--- src/rtl/sct_pkg.sv ---
// Shared types and constants for the shell command tokenizer.
`timescale 1ns / 1ps

package sct_pkg;

    // Token kinds on the result channel
    localparam logic [2:0] K_CHAR = 3'd0;
    localparam logic [2:0] K_WEND = 3'd1;
    localparam logic [2:0] K_AND  = 3'd2;
    localparam logic [2:0] K_OR   = 3'd3;
    localparam logic [2:0] K_PIPE = 3'd4;
    localparam logic [2:0] K_BG   = 3'd5;
    localparam logic [2:0] K_EOL  = 3'd6;

    // Lexer modes; codes above M_ESCAPE behave as default
    localparam logic [2:0] M_DEFAULT = 3'd0;
    localparam logic [2:0] M_WORD    = 3'd1;
    localparam logic [2:0] M_SQUOTE  = 3'd2;
    localparam logic [2:0] M_DQUOTE  = 3'd3;
    localparam logic [2:0] M_ESCAPE  = 3'd4;

    // Pending operator codes
    localparam logic [1:0] OP_NONE = 2'd0;
    localparam logic [1:0] OP_AMP  = 2'd1;
    localparam logic [1:0] OP_BAR  = 2'd2;

    // Special bytes
    localparam logic [7:0] CH_SQUOTE = 8'h27;
    localparam logic [7:0] CH_DQUOTE = 8'h22;
    localparam logic [7:0] CH_BSLASH = 8'h5C;
    localparam logic [7:0] CH_AMP    = 8'h26;
    localparam logic [7:0] CH_BAR    = 8'h7C;
    localparam logic [7:0] CH_SPACE  = 8'h20;

    // Most tokens one byte can produce
    localparam int MAX_TOK = 4;

    typedef struct packed {
        logic [2:0] kind;
        logic [7:0] ch;
        logic       last;
    } token_t;

endpackage

--- src/rtl/sct_if.sv ---
// Request channel interfaces: command bytes in, tokens out.
`timescale 1ns / 1ps

interface sct_in_if;
    logic       valid;
    logic       ready;
    logic [7:0] char_in;
    logic       end_of_line;

    modport source (output valid, output char_in, output end_of_line, input ready);
    modport sink   (input valid, input char_in, input end_of_line, output ready);
endinterface

interface sct_out_if;
    logic       valid;
    logic       ready;
    logic [2:0] kind;
    logic [7:0] char_out;
    logic       last;

    modport source (output valid, output kind, output char_out, output last, input ready);
    modport sink   (input valid, input kind, input char_out, input last, output ready);
endinterface

--- src/rtl/shell_command_tokenizer.sv ---
// Top level of the shell command tokenizer: lexer and token queue.
`timescale 1ns / 1ps

// Streaming lexer for a shell command line.
// cmd carries one byte per request with an end-of-line flag; tok carries
// tokens (word char, word end, AND_IF, OR_IF, PIPE, BACKGROUND, end of line),
// with last set on the final token caused by a byte.
// A request is lexed in the cycle it is accepted; its tokens (zero to four)
// land in a four-slot token register and leave one per cycle while tok.ready
// is high, the first in the cycle after acceptance.
// Throughput: one byte per cycle while bytes yield at most one token and
// tok.ready is high; a byte yielding several tokens holds off the next byte
// until its last token is leaving. cmd.ready stays high while the token
// register is empty or is handing off its last token, so the next byte is
// taken in the same cycle that token leaves. When tok.ready is low the queued
// tokens hold and cmd.ready drops whenever any token is waiting.
// Reset (rst_n low, asynchronous) empties the token register and returns the
// lexer to default mode, no open word, no pending operator.
module shell_command_tokenizer
    import sct_pkg::*;
(
    input  logic       clk,
    input  logic       rst_n,
    sct_in_if.sink     cmd,
    sct_out_if.source  tok
);

    localparam int CNT_W = $clog2(MAX_TOK + 1);

    logic [2:0]       mode_reg, mode_next;
    logic             word_open_reg, word_open_next;
    logic [1:0]       pend_reg, pend_next;
    token_t           buf_reg [MAX_TOK];
    token_t           buf_next [MAX_TOK];
    logic [CNT_W-1:0] cnt_reg, cnt_next;

    token_t           tok_v [MAX_TOK];
    logic [CNT_W-1:0] n_v;
    logic             consumed;
    logic             do_default;
    logic [7:0]       c;
    logic             accept;
    logic             pop;

    assign c      = cmd.char_in;
    assign pop    = tok.valid && tok.ready;
    assign cmd.ready = (cnt_reg == '0) || ((cnt_reg == CNT_W'(1)) && tok.ready);
    assign accept = cmd.valid && cmd.ready;

    // Lex one byte: build its token list and the next lexer state
    always_comb
    begin
        for (int i = 0; i < MAX_TOK; i++)
        begin
            tok_v[i] = '0;
        end
        n_v            = '0;
        consumed       = 1'b0;
        do_default     = 1'b0;
        mode_next      = mode_reg;
        word_open_next = word_open_reg;
        pend_next      = OP_NONE;

        // resolve the operator waiting on lookahead
        if (pend_reg == OP_AMP)
        begin
            if (c == CH_AMP)
            begin
                tok_v[n_v[1:0]].kind = K_AND;
                consumed = 1'b1;
            end
            else
            begin
                tok_v[n_v[1:0]].kind = K_BG;
            end
            n_v = n_v + CNT_W'(1);
        end
        else if (pend_reg == OP_BAR)
        begin
            if (c == CH_BAR)
            begin
                tok_v[n_v[1:0]].kind = K_OR;
                consumed = 1'b1;
            end
            else
            begin
                tok_v[n_v[1:0]].kind = K_PIPE;
            end
            n_v = n_v + CNT_W'(1);
        end

        if (!consumed)
        begin
            case (mode_reg)
                M_WORD:
                begin
                    if (c == CH_SPACE)
                    begin
                        if (word_open_next)
                        begin
                            tok_v[n_v[1:0]].kind = K_WEND;
                            n_v = n_v + CNT_W'(1);
                            word_open_next = 1'b0;
                        end
                        mode_next = M_DEFAULT;
                    end
                    else if (c == CH_AMP || c == CH_BAR)
                    begin
                        do_default = 1'b1;
                    end
                    else if (c == CH_SQUOTE)
                    begin
                        mode_next = M_SQUOTE;
                    end
                    else if (c == CH_DQUOTE)
                    begin
                        mode_next = M_DQUOTE;
                    end
                    else
                    begin
                        tok_v[n_v[1:0]].kind = K_CHAR;
                        tok_v[n_v[1:0]].ch   = c;
                        n_v = n_v + CNT_W'(1);
                        word_open_next = 1'b1;
                    end
                end
                M_SQUOTE, M_DQUOTE:
                begin
                    if ((mode_reg == M_SQUOTE && c == CH_SQUOTE) ||
                        (mode_reg == M_DQUOTE && c == CH_DQUOTE))
                    begin
                        mode_next = M_WORD;
                    end
                    else
                    begin
                        tok_v[n_v[1:0]].kind = K_CHAR;
                        tok_v[n_v[1:0]].ch   = c;
                        n_v = n_v + CNT_W'(1);
                        word_open_next = 1'b1;
                    end
                end
                M_ESCAPE:
                begin
                    tok_v[n_v[1:0]].kind = K_CHAR;
                    tok_v[n_v[1:0]].ch   = c;
                    n_v = n_v + CNT_W'(1);
                    word_open_next = 1'b1;
                    mode_next = M_DEFAULT;
                end
                default:
                begin
                    do_default = 1'b1;
                end
            endcase
        end

        // default-mode handling, also reached from word mode on an operator
        if (do_default)
        begin
            if (c == CH_SQUOTE)
            begin
                mode_next = M_SQUOTE;
            end
            else if (c == CH_DQUOTE)
            begin
                mode_next = M_DQUOTE;
            end
            else if (c == CH_BSLASH)
            begin
                mode_next = M_ESCAPE;
            end
            else if (c == CH_AMP || c == CH_BAR)
            begin
                if (word_open_next)
                begin
                    tok_v[n_v[1:0]].kind = K_WEND;
                    n_v = n_v + CNT_W'(1);
                    word_open_next = 1'b0;
                end
                pend_next = (c == CH_AMP) ? OP_AMP : OP_BAR;
                mode_next = M_DEFAULT;
            end
            else
            begin
                if (c != CH_SPACE)
                begin
                    tok_v[n_v[1:0]].kind = K_CHAR;
                    tok_v[n_v[1:0]].ch   = c;
                    n_v = n_v + CNT_W'(1);
                    word_open_next = 1'b1;
                end
                mode_next = M_WORD;
            end
        end

        // end of line: flush operator and word, mark the line, reset state
        if (cmd.end_of_line)
        begin
            if (pend_next == OP_AMP)
            begin
                tok_v[n_v[1:0]].kind = K_BG;
                n_v = n_v + CNT_W'(1);
            end
            else if (pend_next == OP_BAR)
            begin
                tok_v[n_v[1:0]].kind = K_PIPE;
                n_v = n_v + CNT_W'(1);
            end
            if (word_open_next)
            begin
                tok_v[n_v[1:0]].kind = K_WEND;
                n_v = n_v + CNT_W'(1);
            end
            tok_v[n_v[1:0]].kind = K_EOL;
            n_v = n_v + CNT_W'(1);
            mode_next      = M_DEFAULT;
            word_open_next = 1'b0;
            pend_next      = OP_NONE;
        end

        // flag the final token of this byte
        for (int i = 0; i < MAX_TOK; i++)
        begin
            tok_v[i].last = (n_v == CNT_W'(i + 1));
        end
    end

    // Token queue: load on accept, shift down on each departure
    always_comb
    begin
        for (int i = 0; i < MAX_TOK; i++)
        begin
            buf_next[i] = buf_reg[i];
        end
        cnt_next = cnt_reg;
        if (accept)
        begin
            for (int i = 0; i < MAX_TOK; i++)
            begin
                buf_next[i] = tok_v[i];
            end
            cnt_next = n_v;
        end
        else if (pop)
        begin
            for (int i = 0; i < MAX_TOK - 1; i++)
            begin
                buf_next[i] = buf_reg[i + 1];
            end
            cnt_next = cnt_reg - CNT_W'(1);
        end
    end

    // Lexer state and queue count
    always_ff @(posedge clk or negedge rst_n)
    begin
        if (!rst_n)
        begin
            mode_reg      <= M_DEFAULT;
            word_open_reg <= 1'b0;
            pend_reg      <= OP_NONE;
            cnt_reg       <= '0;
        end
        else
        begin
            if (accept)
            begin
                mode_reg      <= mode_next;
                word_open_reg <= word_open_next;
                pend_reg      <= pend_next;
            end
            cnt_reg <= cnt_next;
        end
    end

    // Token payload
    always_ff @(posedge clk)
    begin
        for (int i = 0; i < MAX_TOK; i++)
        begin
            buf_reg[i] <= buf_next[i];
        end
    end

    assign tok.valid    = (cnt_reg != '0);
    assign tok.kind     = buf_reg[0].kind;
    assign tok.char_out = buf_reg[0].ch;
    assign tok.last     = buf_reg[0].last;

    // Checks
    a_tok_follows: assert property (@(posedge clk) disable iff (!rst_n)
        (accept && n_v != '0) |=> tok.valid)
        else $error("accepted byte with tokens left the queue empty");

    a_last_pos: assert property (@(posedge clk) disable iff (!rst_n)
        tok.valid |-> (tok.last == (cnt_reg == CNT_W'(1))))
        else $error("last flag not on final queued token");

    a_eol_reset: assert property (@(posedge clk) disable iff (!rst_n)
        (accept && cmd.end_of_line) |=>
            (mode_reg == M_DEFAULT && !word_open_reg && pend_reg == OP_NONE))
        else $error("lexer state not cleared after end of line");

    a_char_zero: assert property (@(posedge clk) disable iff (!rst_n)
        (tok.valid && tok.kind != K_CHAR) |-> (tok.char_out == 8'h00))
        else $error("non-character token carries a byte");

endmodule
--- src/flat_wrapper.sv ---
// flat-port wrapper written by rule: the top's interface ports become plain ports
module shell_command_tokenizer_flat import sct_pkg::*;
  (clk, rst_n, cmd_valid, cmd_char_in, cmd_end_of_line, cmd_ready, tok_valid, tok_kind, tok_char_out, tok_last, tok_ready);
  sct_in_if cmd_i ();
  sct_out_if tok_i ();
  input  logic clk;
  input  logic rst_n;
  input wire logic [$bits(cmd_i.valid)-1:0] cmd_valid;
  input wire logic [$bits(cmd_i.char_in)-1:0] cmd_char_in;
  input wire logic [$bits(cmd_i.end_of_line)-1:0] cmd_end_of_line;
  output wire logic [$bits(cmd_i.ready)-1:0] cmd_ready;
  output wire logic [$bits(tok_i.valid)-1:0] tok_valid;
  output wire logic [$bits(tok_i.kind)-1:0] tok_kind;
  output wire logic [$bits(tok_i.char_out)-1:0] tok_char_out;
  output wire logic [$bits(tok_i.last)-1:0] tok_last;
  input wire logic [$bits(tok_i.ready)-1:0] tok_ready;
  assign cmd_i.valid = cmd_valid;
  assign cmd_i.char_in = cmd_char_in;
  assign cmd_i.end_of_line = cmd_end_of_line;
  assign cmd_ready = cmd_i.ready;
  assign tok_valid = tok_i.valid;
  assign tok_kind = tok_i.kind;
  assign tok_char_out = tok_i.char_out;
  assign tok_last = tok_i.last;
  assign tok_i.ready = tok_ready;
  shell_command_tokenizer u_core (.clk(clk), .rst_n(rst_n), .cmd(cmd_i), .tok(tok_i));
endmodule
--- config.mk ---
export PLATFORM = sky130hd
export DESIGN_NAME = shell_command_tokenizer_flat
export DESIGN_NICKNAME = d
export VERILOG_FILES = /design/src/rtl/sct_pkg.sv /design/src/rtl/sct_if.sv /design/src/rtl/shell_command_tokenizer.sv /design/src/flat_wrapper.sv
export SDC_FILE = /design/constraint.sdc
export NUM_CORES = 1
export LEC_CHECK = 0
export BUFFER_PORTS_ARGS = -buffer_cell sky130_fd_sc_hd__buf_2
export CORE_MARGIN = 2
export CORE_UTILIZATION = 51
export DETAILED_ROUTE_END_ITERATION = 7
export PLACE_DENSITY = 0.75
export SLEW_MARGIN = 15
export SYNTH_ARGS = -nofsm -noshare
export SYNTH_HDL_FRONTEND = slang
export SYNTH_SLANG_ARGS = --single-unit
--- constraint.sdc ---
create_clock -name clk -period 11.7 [get_ports clk]
set_input_delay 0.585 -clock clk [delete_from_list [all_inputs] [get_ports clk]]
set_output_delay 0.585 -clock clk [all_outputs]
set_load 0.03 [all_outputs]
======== After elaboration in Yosys (flattened, before gate mapping) ========
Memory sizes are Yosys's and may differ from the RTL's.
Cells that the tools add are included.
Widths: inputs -> output; s select.
storage, ports and cells
  flip-flop bits (word level) ............. 9
  RAM bits ................................ 48
  input port bits ......................... 13
  output and inout port bits .............. 14
  memories ................................ 1
cells by class
  add/sub/neg operators ................... 6
  magnitude comparators ................... 10
  equal/unequal tests ..................... 24
  muxes and demuxes ....................... 119
  bitwise logic cells ..................... 5
  reductions and logical operators ........ 20
memory list
  memory          depth  bits a word  rd ports  clocked after memory_dff  write ports  RTL line                       RTL
  u_core.buf_reg  4      12           4         0                         4            shell_command_tokenizer.sv:33  token_t buf_reg [MAX_TOK];
operators with widths
  operator             number
  $mux 48              20
  $bwmux 48            10
  $demux 12 s2         7
  $pmux 48 s3          1
  $mux 3               38
  $mux 12              6
  $mux 36              2
  $eq 8x6->1 const B   4
  $mux 1               22
  $mux 9               2
  $pmux 3 s3           2
  $eq 8x7->1 const B   2
  $add 3x1->3 const B  5
  $ge 3x3->1 const B   5
  $lt 3x1->1 const B   5
  $not 2->3            5
  $mux 2               7
  $eq 3x2->1 const B   4
  $logic_and 1x1->1    10
  $eq 3x1->1 const B   3
  $ne 8x6->1 const B   1
  $eq 3x3->1 const B   2
  $ne 6x2->1 const B   1
  $reduce_and 6->1     1
  15 further kinds     19

======== Depth between registers and ports, before layout ========
Gate-level depths: netlist of the first run.
  depth after elaboration ................. 34
  gate-level depth with buffers ........... 24
  gate-level depth less buffers ........... 23

======== Least setup slack after synthesis of the first run ========
Ideal clock, no wire load.
  path type ............................... input to register
  from .................................... in cmd_char_in[3]
  to ...................................... mem u_core.buf_reg[0][0] (netlist name), data pin
  data arrival time ....................... 5006 ps
  setup slack ............................. 6437 ps
  cell stages on the path ................. 19
  path buffers ............................ 0
  path through ............................ or4b_4 > nor4_4 > nand2b_2 > nor3b_4 > o41ai_4 > inv_1 > ha_1 > o21ai_1 > ha_1 > mux2i_1 > inv_1 > ha_1 > nand2_1 > a21boi_0 > ha_1 > nand2b_1 > mux2i_1 > xnor2_1 > a32o_1
RTL lines
  element             RTL line                       RTL
  start: declaration  flat_wrapper.sv:9              input wire logic [$bits(cmd_i.char_in)-1:0] cmd_char_in;
  end: declaration    shell_command_tokenizer.sv:33

==> metrics.cfg, run 1 <==
[run_status]
run_status = complete, no violations

[global_routing]
grt_max_degree = 51
grtUsageTotal_pct = 22.8
grt_pass1_wl_mm = 13.8
globalRouteOverflowTotal = 0
first_global_vias = 2705
antenna_found_initial = 0

[final_layout]
area_growth_pct = 11.0
fill_cells = 651
nets = 440
largest_reg_flops = 48
final_layout_size_suffix_gt1_share_pct = 15.2
diodes = 0
fin_util_pct = 57.8

[die]
fp.dieH_um = 89.3
dieWidth_um = 89.3
core-area_um2 = 7140
start_util_pct = 52.1
rows = 31
die_area_um2 = 7980
ios = 27

[timing]
slew_violations = 0
finalCritPeriodShare_pct = 48.4
finalSetupTns_ns = 0
setup_slack_ns = 6.04
finClkSkew_ns = 0.0151
max_freq_ghz = 0.177
finalHoldViolations = 0
slew_headroom_pct = 28.5
rsz0062_at_grt = no
finalSetupViolations = 0
tightestPinTransition_ns = 1.07
period_needed_ns = 5.66

[synthesis]
ys_async_sr_fraction_pct = 15.8
syn-num-nets = 420
ys_ff_latch = 57
synthCells = 384
synth_edf_count = 48
ys_top_cells_by_area = edfxtp_1 39%, ha_1 7.7%, nand2_1 6.3%
synth_top_cell_area_share_pct = 38.8
synth_warnings = 0
synth_flop_cell = edfxtp_1
yosysSeqAreaShare_pct = 44.9
syn_avg_cell_area_um2 = 9.67
yosysTopAreaCell = edfxtp_1
synth_area_um2 = 3710
synthDistinctLibCells = 71

[pwr]
leakagePower_nw = 1.65
irDropWorstVdd_v = 0.000158
p_per_area_nw_per_um2 = 324

[clock_network]
cts_buffer_depth = 2
numCtsBuffers = 9
post_cts.repair.setup_buffers = 0
cts_root_buf = clkbuf_8
clock-sinks = 57
clk_latency_ns = 0.36
htree_levels = 3
cts_hold_buffers = 0
cts_resized = 0
cts_tree = done
clk_pin_slew_worst_paths_ns = 0.08

[placed_design]
post-place-ws_ns = 5.78
hpwl_mm = 5.85
portBuffers = 26
place_congestion = 0.969

[worst_setup_path]
arrival_ns = 5.76
path_class = flip-flop to flip-flop
critPathLaunchType = flip-flop
crit_slowest_cell = o41ai_4
worstPathBufferInverterCount = 3
path_delay_family = compound AO/OA/AOI/OAI gates
required_ns = 11.80
end_kind = flip-flop
cp_max_fo = 6
crit_top_cell = ha_1
cp_cell_sequence = inv_1 -> ha_1 -> nand2b_1 -> nor4_1 -> a21oi_1 -> nand2_1 -> o41ai_4 -> inv_1 -> ha_1 -> o21ai_1 -> ha_1 -> mux2i_1 -> inv_1 -> ha_1 -> nand2_1 -> a21boi_0 -> ha_1 -> nand2_1 -> mux2i_1 -> xnor2_1 -> a32o_1
slowest_delay_ns = 0.60

[detailed_routing]
drt_wl_total_mm = 8.50
drc = 0
vias = 3015
drt_iter0_drc = 232
wire_per_inst_um = 16.7
ant_nets = 0
drtPass1Iterations = 5
routed_via_density = 5.94

[min_path]
hold_path_class = input pin to async pin

[flow_run]
drv_cap = 0

cells in the mapped netlist (3+ instances only):
| cell | count |
|---|---|
| a31oi_1 | 6 |
| clkbuf_1 | 10 |
| o21ai_0 | 42 |
| nor3_1 | 5 |
| nand3_1 | 5 |
| edfxtp_1 | 48 |
| xnor2_1 | 5 |
| a22oi_1 | 4 |
| mux2i_1 | 3 |
| dfrtp_1 | 9 |
| and2_1 | 10 |
| a32o_1 | 3 |
| inv_1 | 18 |
| o21a_1 | 5 |
| a21oi_1 | 26 |
| or2_2 | 3 |
| nor4_1 | 4 |
| o31ai_1 | 3 |
| nor2_1 | 18 |
| ha_1 | 23 |
| buf_2 | 5 |
| nand2b_1 | 9 |
| a21o_1 | 3 |
| nand2_1 | 62 |
layer usage:
| metal | share of wire, % | GRT usage, % | up-vias |
|---|---|---|---|
| met5 | 0 | 0 | - |
| met4 | 2.3 | 9.77 | 0 |
| met3 | 6.1 | 5.08 | 18 |
| met2 | 46 | 34.7 | 123 |
| met1 | 45 | 31.2 | 1429 |
| li1 | - | - | 1445 |
per-stage QoR:
step / total power, W / instance area (µm²) / cells / hold slack (ns)
floorplan: 0.000936 / 3710 / 384 / 0.289
global placement: 0.00109 / 3900 / 492 / 0.466
detailed placement: 0.00111 / 3900 / 492 / 0.474
CTS: 0.00133 / 4120 / 508 / 0.0900
global route: 0.00144 / 4120 / 508 / 0.0919
finish: 0.00134 / 4120 / 508 / 0.0836
placed cells by master (no fill, tap or decap), drive strengths merged, types with 2 or more instances in the layout:
cell	netlist	routed
and2	11	11
o21ai	43	43
and2b	2	2
nand3	5	5
ha	23	23
a31oi	6	6
or2	3	3
inv	18	19
xor2	2	2
bufinv	0	2
a22o	2	2
nor4	5	5
a21o	3	3
a32o	3	3
nand4	2	2
dfrtp	9	9
o211ai	2	2
o31ai	3	3
clkinv	0	3
or4	2	2
a22oi	4	4
o22a	2	2
nor3	5	5
nand2b	10	10
o32ai	2	2
and3	2	2
o21a	5	5
buf	7	27
clkbuf	11	9
a21oi	27	27
nor3b	5	5
edfxtp	48	48
mux2i	3	3
nand2	62	62
nor2	18	18
xnor2	6	6
worst reg2reg max path: cells and delay by family (launching register included):
kind / cells / cell delay, ns
adder cells (fa/ha/maj): 5 / 1.41
XOR/XNOR: 1 / 0.15
AO/OA/AOI/OAI: 5 / 1.96
multiplexers: 2 / 0.47
buffers and inverters: 3 / 0.35
AND/OR/NAND/NOR: 5 / 0.64
flip-flops: 1 / 0.40
path summary, 6_finish.rpt:
check,to,from,slack (ns),depth (start not counted)
worst min register to register,u_core.cnt_reg[1]$_DFFE_PN0P_,u_core.cnt_reg[1]$_DFFE_PN0P_,0.51,1
worst max-delay path,u_core.buf_reg[1][0]$_DFFE_PP_,u_core.pend_reg[1]$_DFFE_PN0P_,6.04,21
worst min-delay path,u_core.mode_reg[2]$_DFFE_PN0P_,rst_n,0.08,1
min in group clk,u_core.cnt_reg[1]$_DFFE_PN0P_,u_core.cnt_reg[1]$_DFFE_PN0P_,0.51,1
worst max register to register,u_core.buf_reg[1][0]$_DFFE_PP_,u_core.pend_reg[1]$_DFFE_PN0P_,6.04,21
max in group asynchronous,u_core.cnt_reg[0]$_DFFE_PN0P_,rst_n,11.39,1
final cells by class:
cell class	count	area [µm²]	share of cell area, %
inverters	18	67.6	1.64
multi-input cells	291	1900	46.1
clock inverters	7	103	2.49
well taps	99	124	3.00
flip-flops and latches	57	1670	40.4
clock buffers	9	124	3.00
repair buffers	27	138	3.34
power breakdown:
group	leakage [nW]	internal [W]	switching [W]
registers	0.578	0.000310	0.0000311
clock network	0.110	0.000122	0.0000918
logic	0.966	0.000282	0.000499
total	1.65	0.000713	0.000622
logic make-up after synthesis:
group | Yosys count | share of synthesized area (%)
compound gates | 117 | 20.4
xor+xnor | 8 | 2.29
fa+ha+maj | 23 | 7.75
buf+inv | 36 | 3.94
flops | 57 | 44.9
mux | 4 | 1.11
simple gates | 139 | 19.7
No activity file was read; power rests on OpenSTA's default activity.
==> run 2: changes to the inputs <==
- PLACE_DENSITY: 0.75 -> 0.78
- clock period: 11.7 -> 4.6 ns (I/O delays scaled with it)
==> run 2 against run 1 <==
Core utilization increased by 4.8 points. Combinational power increased to 3.1 times the previous value. Clock power grew 130%. Maximum frequency grew 29%. Final area up 8.3%. Sequential power grew to 2.5 times the previous value. Clock skew is 0.0084 ns lower. First-iteration DRC count grew 38%. Highest routed layer unchanged.
==> metrics.cfg, run 2 (synthesis gave the netlist of run 1 again) <==
[timing]
slew_violations = 0  ; unchanged
finalSetupViolations = 0  ; unchanged
rsz0062_at_grt = no
max_freq_ghz = 0.227  ; +29%
finalCritPeriodShare_pct = 95.8  ; +47 points
slew_headroom_pct = 32.0  ; +3.6 points
finalHoldViolations = 0  ; unchanged
finClkSkew_ns = 0.00663  ; -0.00842 ns
tightestPinTransition_ns = 1.02  ; -0.0533 ns
period_needed_ns = 4.41  ; -1.26 ns

[clock_network]
htree_levels = 3  ; unchanged
clk_latency_ns = 0.33  ; -0.03 ns
cts_buffer_depth = 2  ; unchanged
clk_pin_slew_worst_paths_ns = 0.06  ; -0.02 ns
numCtsBuffers = 9  ; unchanged
cts_tree = done
clock-sinks = 57  ; unchanged
cts_root_buf = clkbuf_8

[die]
dieWidth_um = 89.3  ; unchanged
die_area_um2 = 7980  ; unchanged
ios = 27  ; unchanged
core-area_um2 = 7140  ; unchanged
fp.dieH_um = 89.3  ; unchanged
start_util_pct = 52.1  ; unchanged
rows = 31  ; unchanged

[worst_setup_path]
arrival_ns = 4.48  ; -1.28 ns
path_class = flip-flop to flip-flop
required_ns = 4.67  ; -7.13 ns
cp-endpoint = u_core.buf_reg[0][0]$_DFFE_PP_
cp_max_fo = 5  ; -1
critPathLaunchType = flip-flop
r2r_slack_ns = 0.19  ; -5.84 ns
r2r_cells = 20  ; -4.8%
reg2reg_from = u_core.pend_reg[1]$_DFFE_PN0P_
reg2reg_to = u_core.buf_reg[0][0]$_DFFE_PP_
end_kind = flip-flop
crit_path_start = u_core.pend_reg[1]$_DFFE_PN0P_

[placed_design]
place_congestion = 0.973  ; +0.41%
portBuffers = 26  ; unchanged
hpwl_mm = 6.50  ; +11%
placed_area_um2 = 4120  ; +5.7%

[run_status]
run_status = complete, no violations

[detailed_routing]
drc = 0  ; unchanged
vias = 3206  ; +6.3%
wire_per_inst_um = 17.1  ; +2.0%
drt_iter0_drc = 319  ; +38%
ant_nets = 0  ; unchanged
drt_wl_total_mm = 9.21  ; +8.4%
routed_via_density = 5.94  ; about the same
drtPass1Iterations = 5  ; unchanged

[min_path]
hold_path_class = input pin to flip-flop

[final_layout]
design_area_um2 = 4460  ; +8.3%
largest_reg_flops = 48  ; unchanged
fill_cells = 574  ; -12%
nets = 472  ; +7.3%
diodes = 0  ; unchanged
area_growth_pct = 20.2
final_common_cell = nand2_1
fin_util_pct = 62.6  ; +4.8 points
layout_common_cells = 61 x nand2_1, 48 x edfxtp_1, 41 x o21ai_0, 32 x buf_4, 26 x buf_2
final_layout_size_suffix_gt1_share_pct = 25.4  ; +10 points

[global_routing]
grtUsageTotal_pct = 23.4  ; +0.63 points
grt_pass1_wl_mm = 14.3  ; +3.9%
first_global_vias = 2914  ; +7.7%
globalRouteOverflowTotal = 0  ; unchanged
antenna_found_initial = 0  ; unchanged
grt_max_degree = 51  ; unchanged

[pwr]
irDropWorstVdd_v = 0.000631  ; +300%
power_w = 0.00377  ; +180%
leakagePower_nw = 1.82  ; +10%
p_per_area_nw_per_um2 = 845  ; +160%

[flow_run]
drv_cap = 0  ; unchanged

## run 2: cell types whose count changed in the layout (fill, tap and decap cells not counted), moves of 2 or more
cell      change
inv_1         -2
clkinv_4      -2
ha_2          +3
mux2i_1       -2
buf_4        +31
inv_2         +2
clkinv_2      +2
mux2i_2       +2
ha_4          +2
ha_1          -5
## run 2: per-layer routing
layer  GRT usage (%)  wire (µm)  part of all wire, %  vias to the layer above
li1                -          -                    -                     1512
met1            33.1       4100                   45                     1519
met2            35.6       4230                   46                      156
met3            4.89        672                  7.3                       19
met4            8.68        202                  2.2                        0
met5               0          0                    0                        -
## run 2: power by group
part | internal, W | switching (W)
Sequential | 0.000789 | 0.0000695
Clock | 0.000302 | 0.000196
Combinational | 0.00100 | 0.00141
## run 2: repair_timing
item	CTS	global route
hold buffers	1	0
setup buffers	0	4
resized for setup	0	19
endpoints found under the setup margin	0	10
endpoints found under the hold margin	9	0
## run 2: layout make-up
type / count / area, µm² / area share [%]
clock inverters: 6 / 82.6 / 1.85
multi-input cells: 291 / 2010 / 45.1
clock buffers: 10 / 128 / 2.86
inverters: 18 / 67.6 / 1.51
repair buffers: 59 / 380 / 8.52
flip-flops and latches: 57 / 1670 / 37.4
well taps: 99 / 124 / 2.77
## run 2: worst min-delay path by stage
stage / startpoint / to / slack (ns) / depth (start not counted)
after floorplan: rst_n / u_core.cnt_reg[0]$_DFFE_PN0P_ / -0.07 / 0
after global placement: rst_n / u_core.mode_reg[2]$_DFFE_PN0P_ / 0.1 / 1
after detailed placement: rst_n / u_core.mode_reg[1]$_DFFE_PN0P_ / 0.09 / 1
after CTS: tok_ready / u_core.cnt_reg[2]$_DFFE_PN0P_ / 0.21 / 4
after global routing: tok_ready / u_core.cnt_reg[2]$_DFFE_PN0P_ / 0.26 / 4
final: tok_ready / u_core.cnt_reg[2]$_DFFE_PN0P_ / 0.22 / 4
## run 2: stage by stage
stage / TNS, ns / hold slack (ns) / setup WS (ns) / std cells
2_1_floorplan: -0.0673 / -0.0656 / -0.0224 / 384
3_3_place_gp: 0 / 0.0957 / 0.0738 / 519
3_5_place_dp: -0.0554 / 0.0948 / -0.0251 / 519
4_1_cts: 0 / 0.211 / 0.0110 / 536
5_1_grt: 0 / 0.259 / 0.00417 / 540
6_report: 0 / 0.223 / 0.193 / 540
## run 2: critical path, cell delays in order, from the launching register on
cell	delay (ns)
dfrtp_2	0.44
ha_4	0.29
inv_2	0.05
ha_1	0.27
nand2b_2	0.18
nor3b_4	0.16
o41ai_4	0.23
inv_1	0.10
ha_1	0.29
o21ai_2	0.16
ha_1	0.26
mux2i_2	0.18
inv_1	0.09
ha_1	0.28
nand2_1	0.06
a21boi_4	0.19
ha_2	0.22
nand2_1	0.09
mux2i_2	0.23
xnor2_2	0.13
a32o_1	0.25
==> run 3: changes to the inputs <==
- ABC_AREA: not set -> 1
- TNS_END_PERCENT: not set -> 5
==> run 3 against run 2 <==
Die area rose by 5.8%. Final area rose by 2.7%. Total power fell by 17%. Synthesized cell count rose by 26%. Area after synthesis rose by 6.1%. Cell count rose by 17%. Maximum frequency rose by 2.6%. Combinational power fell by 30%. Register-to-register slack improved by 0.11 ns. Worst setup slack improved by 0.11 ns. Clock power rose by 10%.
==> metrics.cfg, run 3 <==
[final_layout]
layout_common_cells = 124 x nand2_1, 55 x inv_1, 48 x edfxtp_1, 40 x o21ai_0, 39 x nor2_1
regArea_um2 = 1670  ; about the same
fin_util_pct = 60.3  ; -2.3 points
design_area_um2 = 4590  ; +2.7%
nets = 560  ; +19%
fill_cells = 675  ; +18%
largest_reg_flops = 48  ; unchanged
fin_cells = 631  ; +17%
diodes = 0  ; unchanged
final_layout_size_suffix_gt1_share_pct = 21.2  ; -4.2 points
final_common_cell = nand2_1
multiInputGateArea_um2 = 2090  ; +3.5%
area_growth_pct = 16.3

[flow_run]
drv_cap = 0  ; unchanged

[synthesis]
synth_top_cell_area_share_pct = 36.6  ; -2.2 points
syn_avg_cell_area_um2 = 8.18  ; -15%
synth.most_common_cell = nand2_1
synthDistinctLibCells = 44  ; -38%
yosysSeqAreaShare_pct = 42.3  ; -2.6 points
synthCells = 482  ; +26%
yosys-top-cells-count = 129 x nand2_1, 57 x inv_1, 48 x edfxtp_1, 40 x nor2_1, 40 x o21ai_0
synth_edf_count = 48  ; unchanged
synth_warnings = 0  ; unchanged
synth_area_um2 = 3940  ; +6.1%
ys_top_cells_by_area = edfxtp_1 37%, nand2_1 12%, ha_1 7.3%
syn-num-nets = 518  ; +23%
synth_flop_cell = edfxtp_1
ys_async_sr_fraction_pct = 15.8  ; unchanged
ys_ff_latch = 57  ; unchanged
yosysTopAreaCell = edfxtp_1

[global_routing]
first_global_vias = 3214  ; +10%
grt_max_degree = 39  ; -24%
grtUsageTotal_pct = 23.9  ; +0.42 points
globalRouteOverflowTotal = 0  ; unchanged
grt_pass1_wl_mm = 15.7  ; +10%
antenna_found_initial = 0  ; unchanged

[placed_design]
portBuffers = 26  ; unchanged
dpl.cell_count = 607  ; +17%
post-place-ws_ns = 0.0171  ; +0.0422 ns
place_congestion = 0.988  ; +1.5%
placed_area_um2 = 4210  ; +2.1%
hpwl_mm = 7.12  ; +9.5%

[die]
start_util_pct = 51.8  ; -0.24 points
die_area_um2 = 8450  ; +5.8%
rows = 32  ; +3.2%
core-area_um2 = 7610  ; +6.6%
fp.dieH_um = 91.9  ; +2.9%
dieWidth_um = 91.9  ; +2.9%
ios = 27  ; unchanged

[clock_network]
cts_root_buf = clkbuf_8
cts_tree = done
clock-sinks = 57  ; unchanged
numCtsBuffers = 9  ; unchanged
clk_pin_slew_worst_paths_ns = 0.08  ; +0.02 ns
cts_buffer_depth = 2  ; unchanged
htree_levels = 3  ; unchanged
clk_latency_ns = 0.35  ; +0.02 ns

[timing]
finClkSkew_ns = 0.0169  ; +0.0103 ns
finalHoldViolations = 0  ; unchanged
slew_violations = 0  ; unchanged
max_freq_ghz = 0.233  ; +2.6%
slew_headroom_pct = 31.8  ; -0.20 points
tightestPinTransition_ns = 1.02  ; +0.00165 ns
finalSetupViolations = 0  ; unchanged
finalCritPeriodShare_pct = 93.4  ; -2.4 points
period_needed_ns = 4.30  ; -0.112 ns
setup_slack_ns = 0.305  ; +0.112 ns

[detailed_routing]
ant_nets = 0  ; unchanged
drt_iter0_drc = 288  ; -9.7%
drt_wl_total_mm = 9.67  ; +5.0%
drtPass1Iterations = 5  ; unchanged
drc = 0  ; unchanged
routed_via_density = 5.45  ; -8.1%
vias = 3442  ; +7.4%
wire_per_inst_um = 15.3  ; -10%

[worst_setup_path]
path_class = flip-flop to flip-flop
path_delay_family = adder cells
worstPathBufferInverterCount = 4  ; +1
crit_top_cell = nand2_1
required_ns = 4.82  ; +0.15 ns
arrival_ns = 4.51  ; +0.03 ns
critPathLaunchType = flip-flop
r2r_slack_ns = 0.30  ; +0.11 ns
slowest_delay_ns = 0.43  ; about the same
crit_slowest_cell = dfrtp_1
cp_max_fo = 6  ; +1
end_kind = flip-flop

[run_status]
run_status = complete, no violations

[pwr]
irDropWorstVdd_v = 0.000401  ; -36%
leakagePower_nw = 2.15  ; +18%
power_w = 0.00311  ; -17%
p_per_area_nw_per_um2 = 679  ; -20%

[min_path]
hold_path_class = input pin to flip-flop

==> run 3: cell count changes after synthesis, sizes merged, moves of 10 or more <==
cell / change
inv: +48
nor2: +30
nand3: +35
a21oi: -17
nand2: +87
nand2b: -10
and2: -11
==> run 3: power by group <==
group          internal [W]  switching [W]
clock network      0.000309       0.000238
logic              0.000577        0.00112
registers          0.000810      0.0000623
total               0.00170        0.00142
==> run 3: metal layers <==
metal | share of wire, % | global-route usage (%) | wire, µm
met5 | 0 | 0 | 0
met3 | 5.9 | 3.86 | 572
met4 | 2.6 | 9.45 | 253
met1 | 43 | 31.5 | 4200
met2 | 48 | 39.3 | 4650
==> run 3: kinds of logic (layout without fill, tap and decap cells) <==
logic type / count (synthesis) / count (layout) / share of synthesized area (%)
flip-flops: 57 / 57 / 42.3
buffers and inverters: 74 / 121 / 7.21
XOR/XNOR: 1 / 1 / 0.222
adder cells (fa/ha/maj): 23 / 23 / 7.30
AND/OR/NAND/NOR: 243 / 243 / 30.0
AO/OA/AOI/OAI: 84 / 84 / 13.0
==> run 3: path summary, 6_finish.rpt <==
check,startpoint,endpoint,cells after the start
worst max-delay path,u_core.pend_reg[1]$_DFFE_PN0P_,u_core.buf_reg[1][0]$_DFFE_PP_,29
worst min-delay path,tok_ready,u_core.cnt_reg[2]$_DFFE_PN0P_,2
worst max register to register,u_core.pend_reg[1]$_DFFE_PN0P_,u_core.buf_reg[1][0]$_DFFE_PP_,29
worst min register to register,u_core.mode_reg[2]$_DFFE_PN0P_,u_core.mode_reg[2]$_DFFE_PN0P_,2
max in group asynchronous,rst_n,u_core.pend_reg[0]$_DFFE_PN0P_,2
min in group asynchronous,rst_n,u_core.mode_reg[2]$_DFFE_PN0P_,2
==> run 3: stage by stage <==
step | hold WS (ns) | setup TNS, ns
after floorplan | -0.0656 | 0
after global placement | 0.116 | 0
after detailed placement | 0.118 | 0
after CTS | 0.101 | 0
after global routing | 0.113 | -0.0104
final | 0.110 | 0
==> run 3: final cells by class <==
class / instances / share of cell area, %
clock buffers: 9 / 2.70
repair buffers: 38 / 4.86
well taps: 102 / 2.78
multi-input cells: 351 / 45.5
inverters: 67 / 5.59
flip-flops and latches: 57 / 36.3
clock inverters: 7 / 2.24
==> run 3: timing repair <==
item / in CTS / in global routing
endpoints found under the setup margin: 0 / 12
buffers inserted: 0 / 7
gates resized for setup: 0 / 16
endpoints found under the hold margin: 9 / 0
hold buffers: 1 / 0
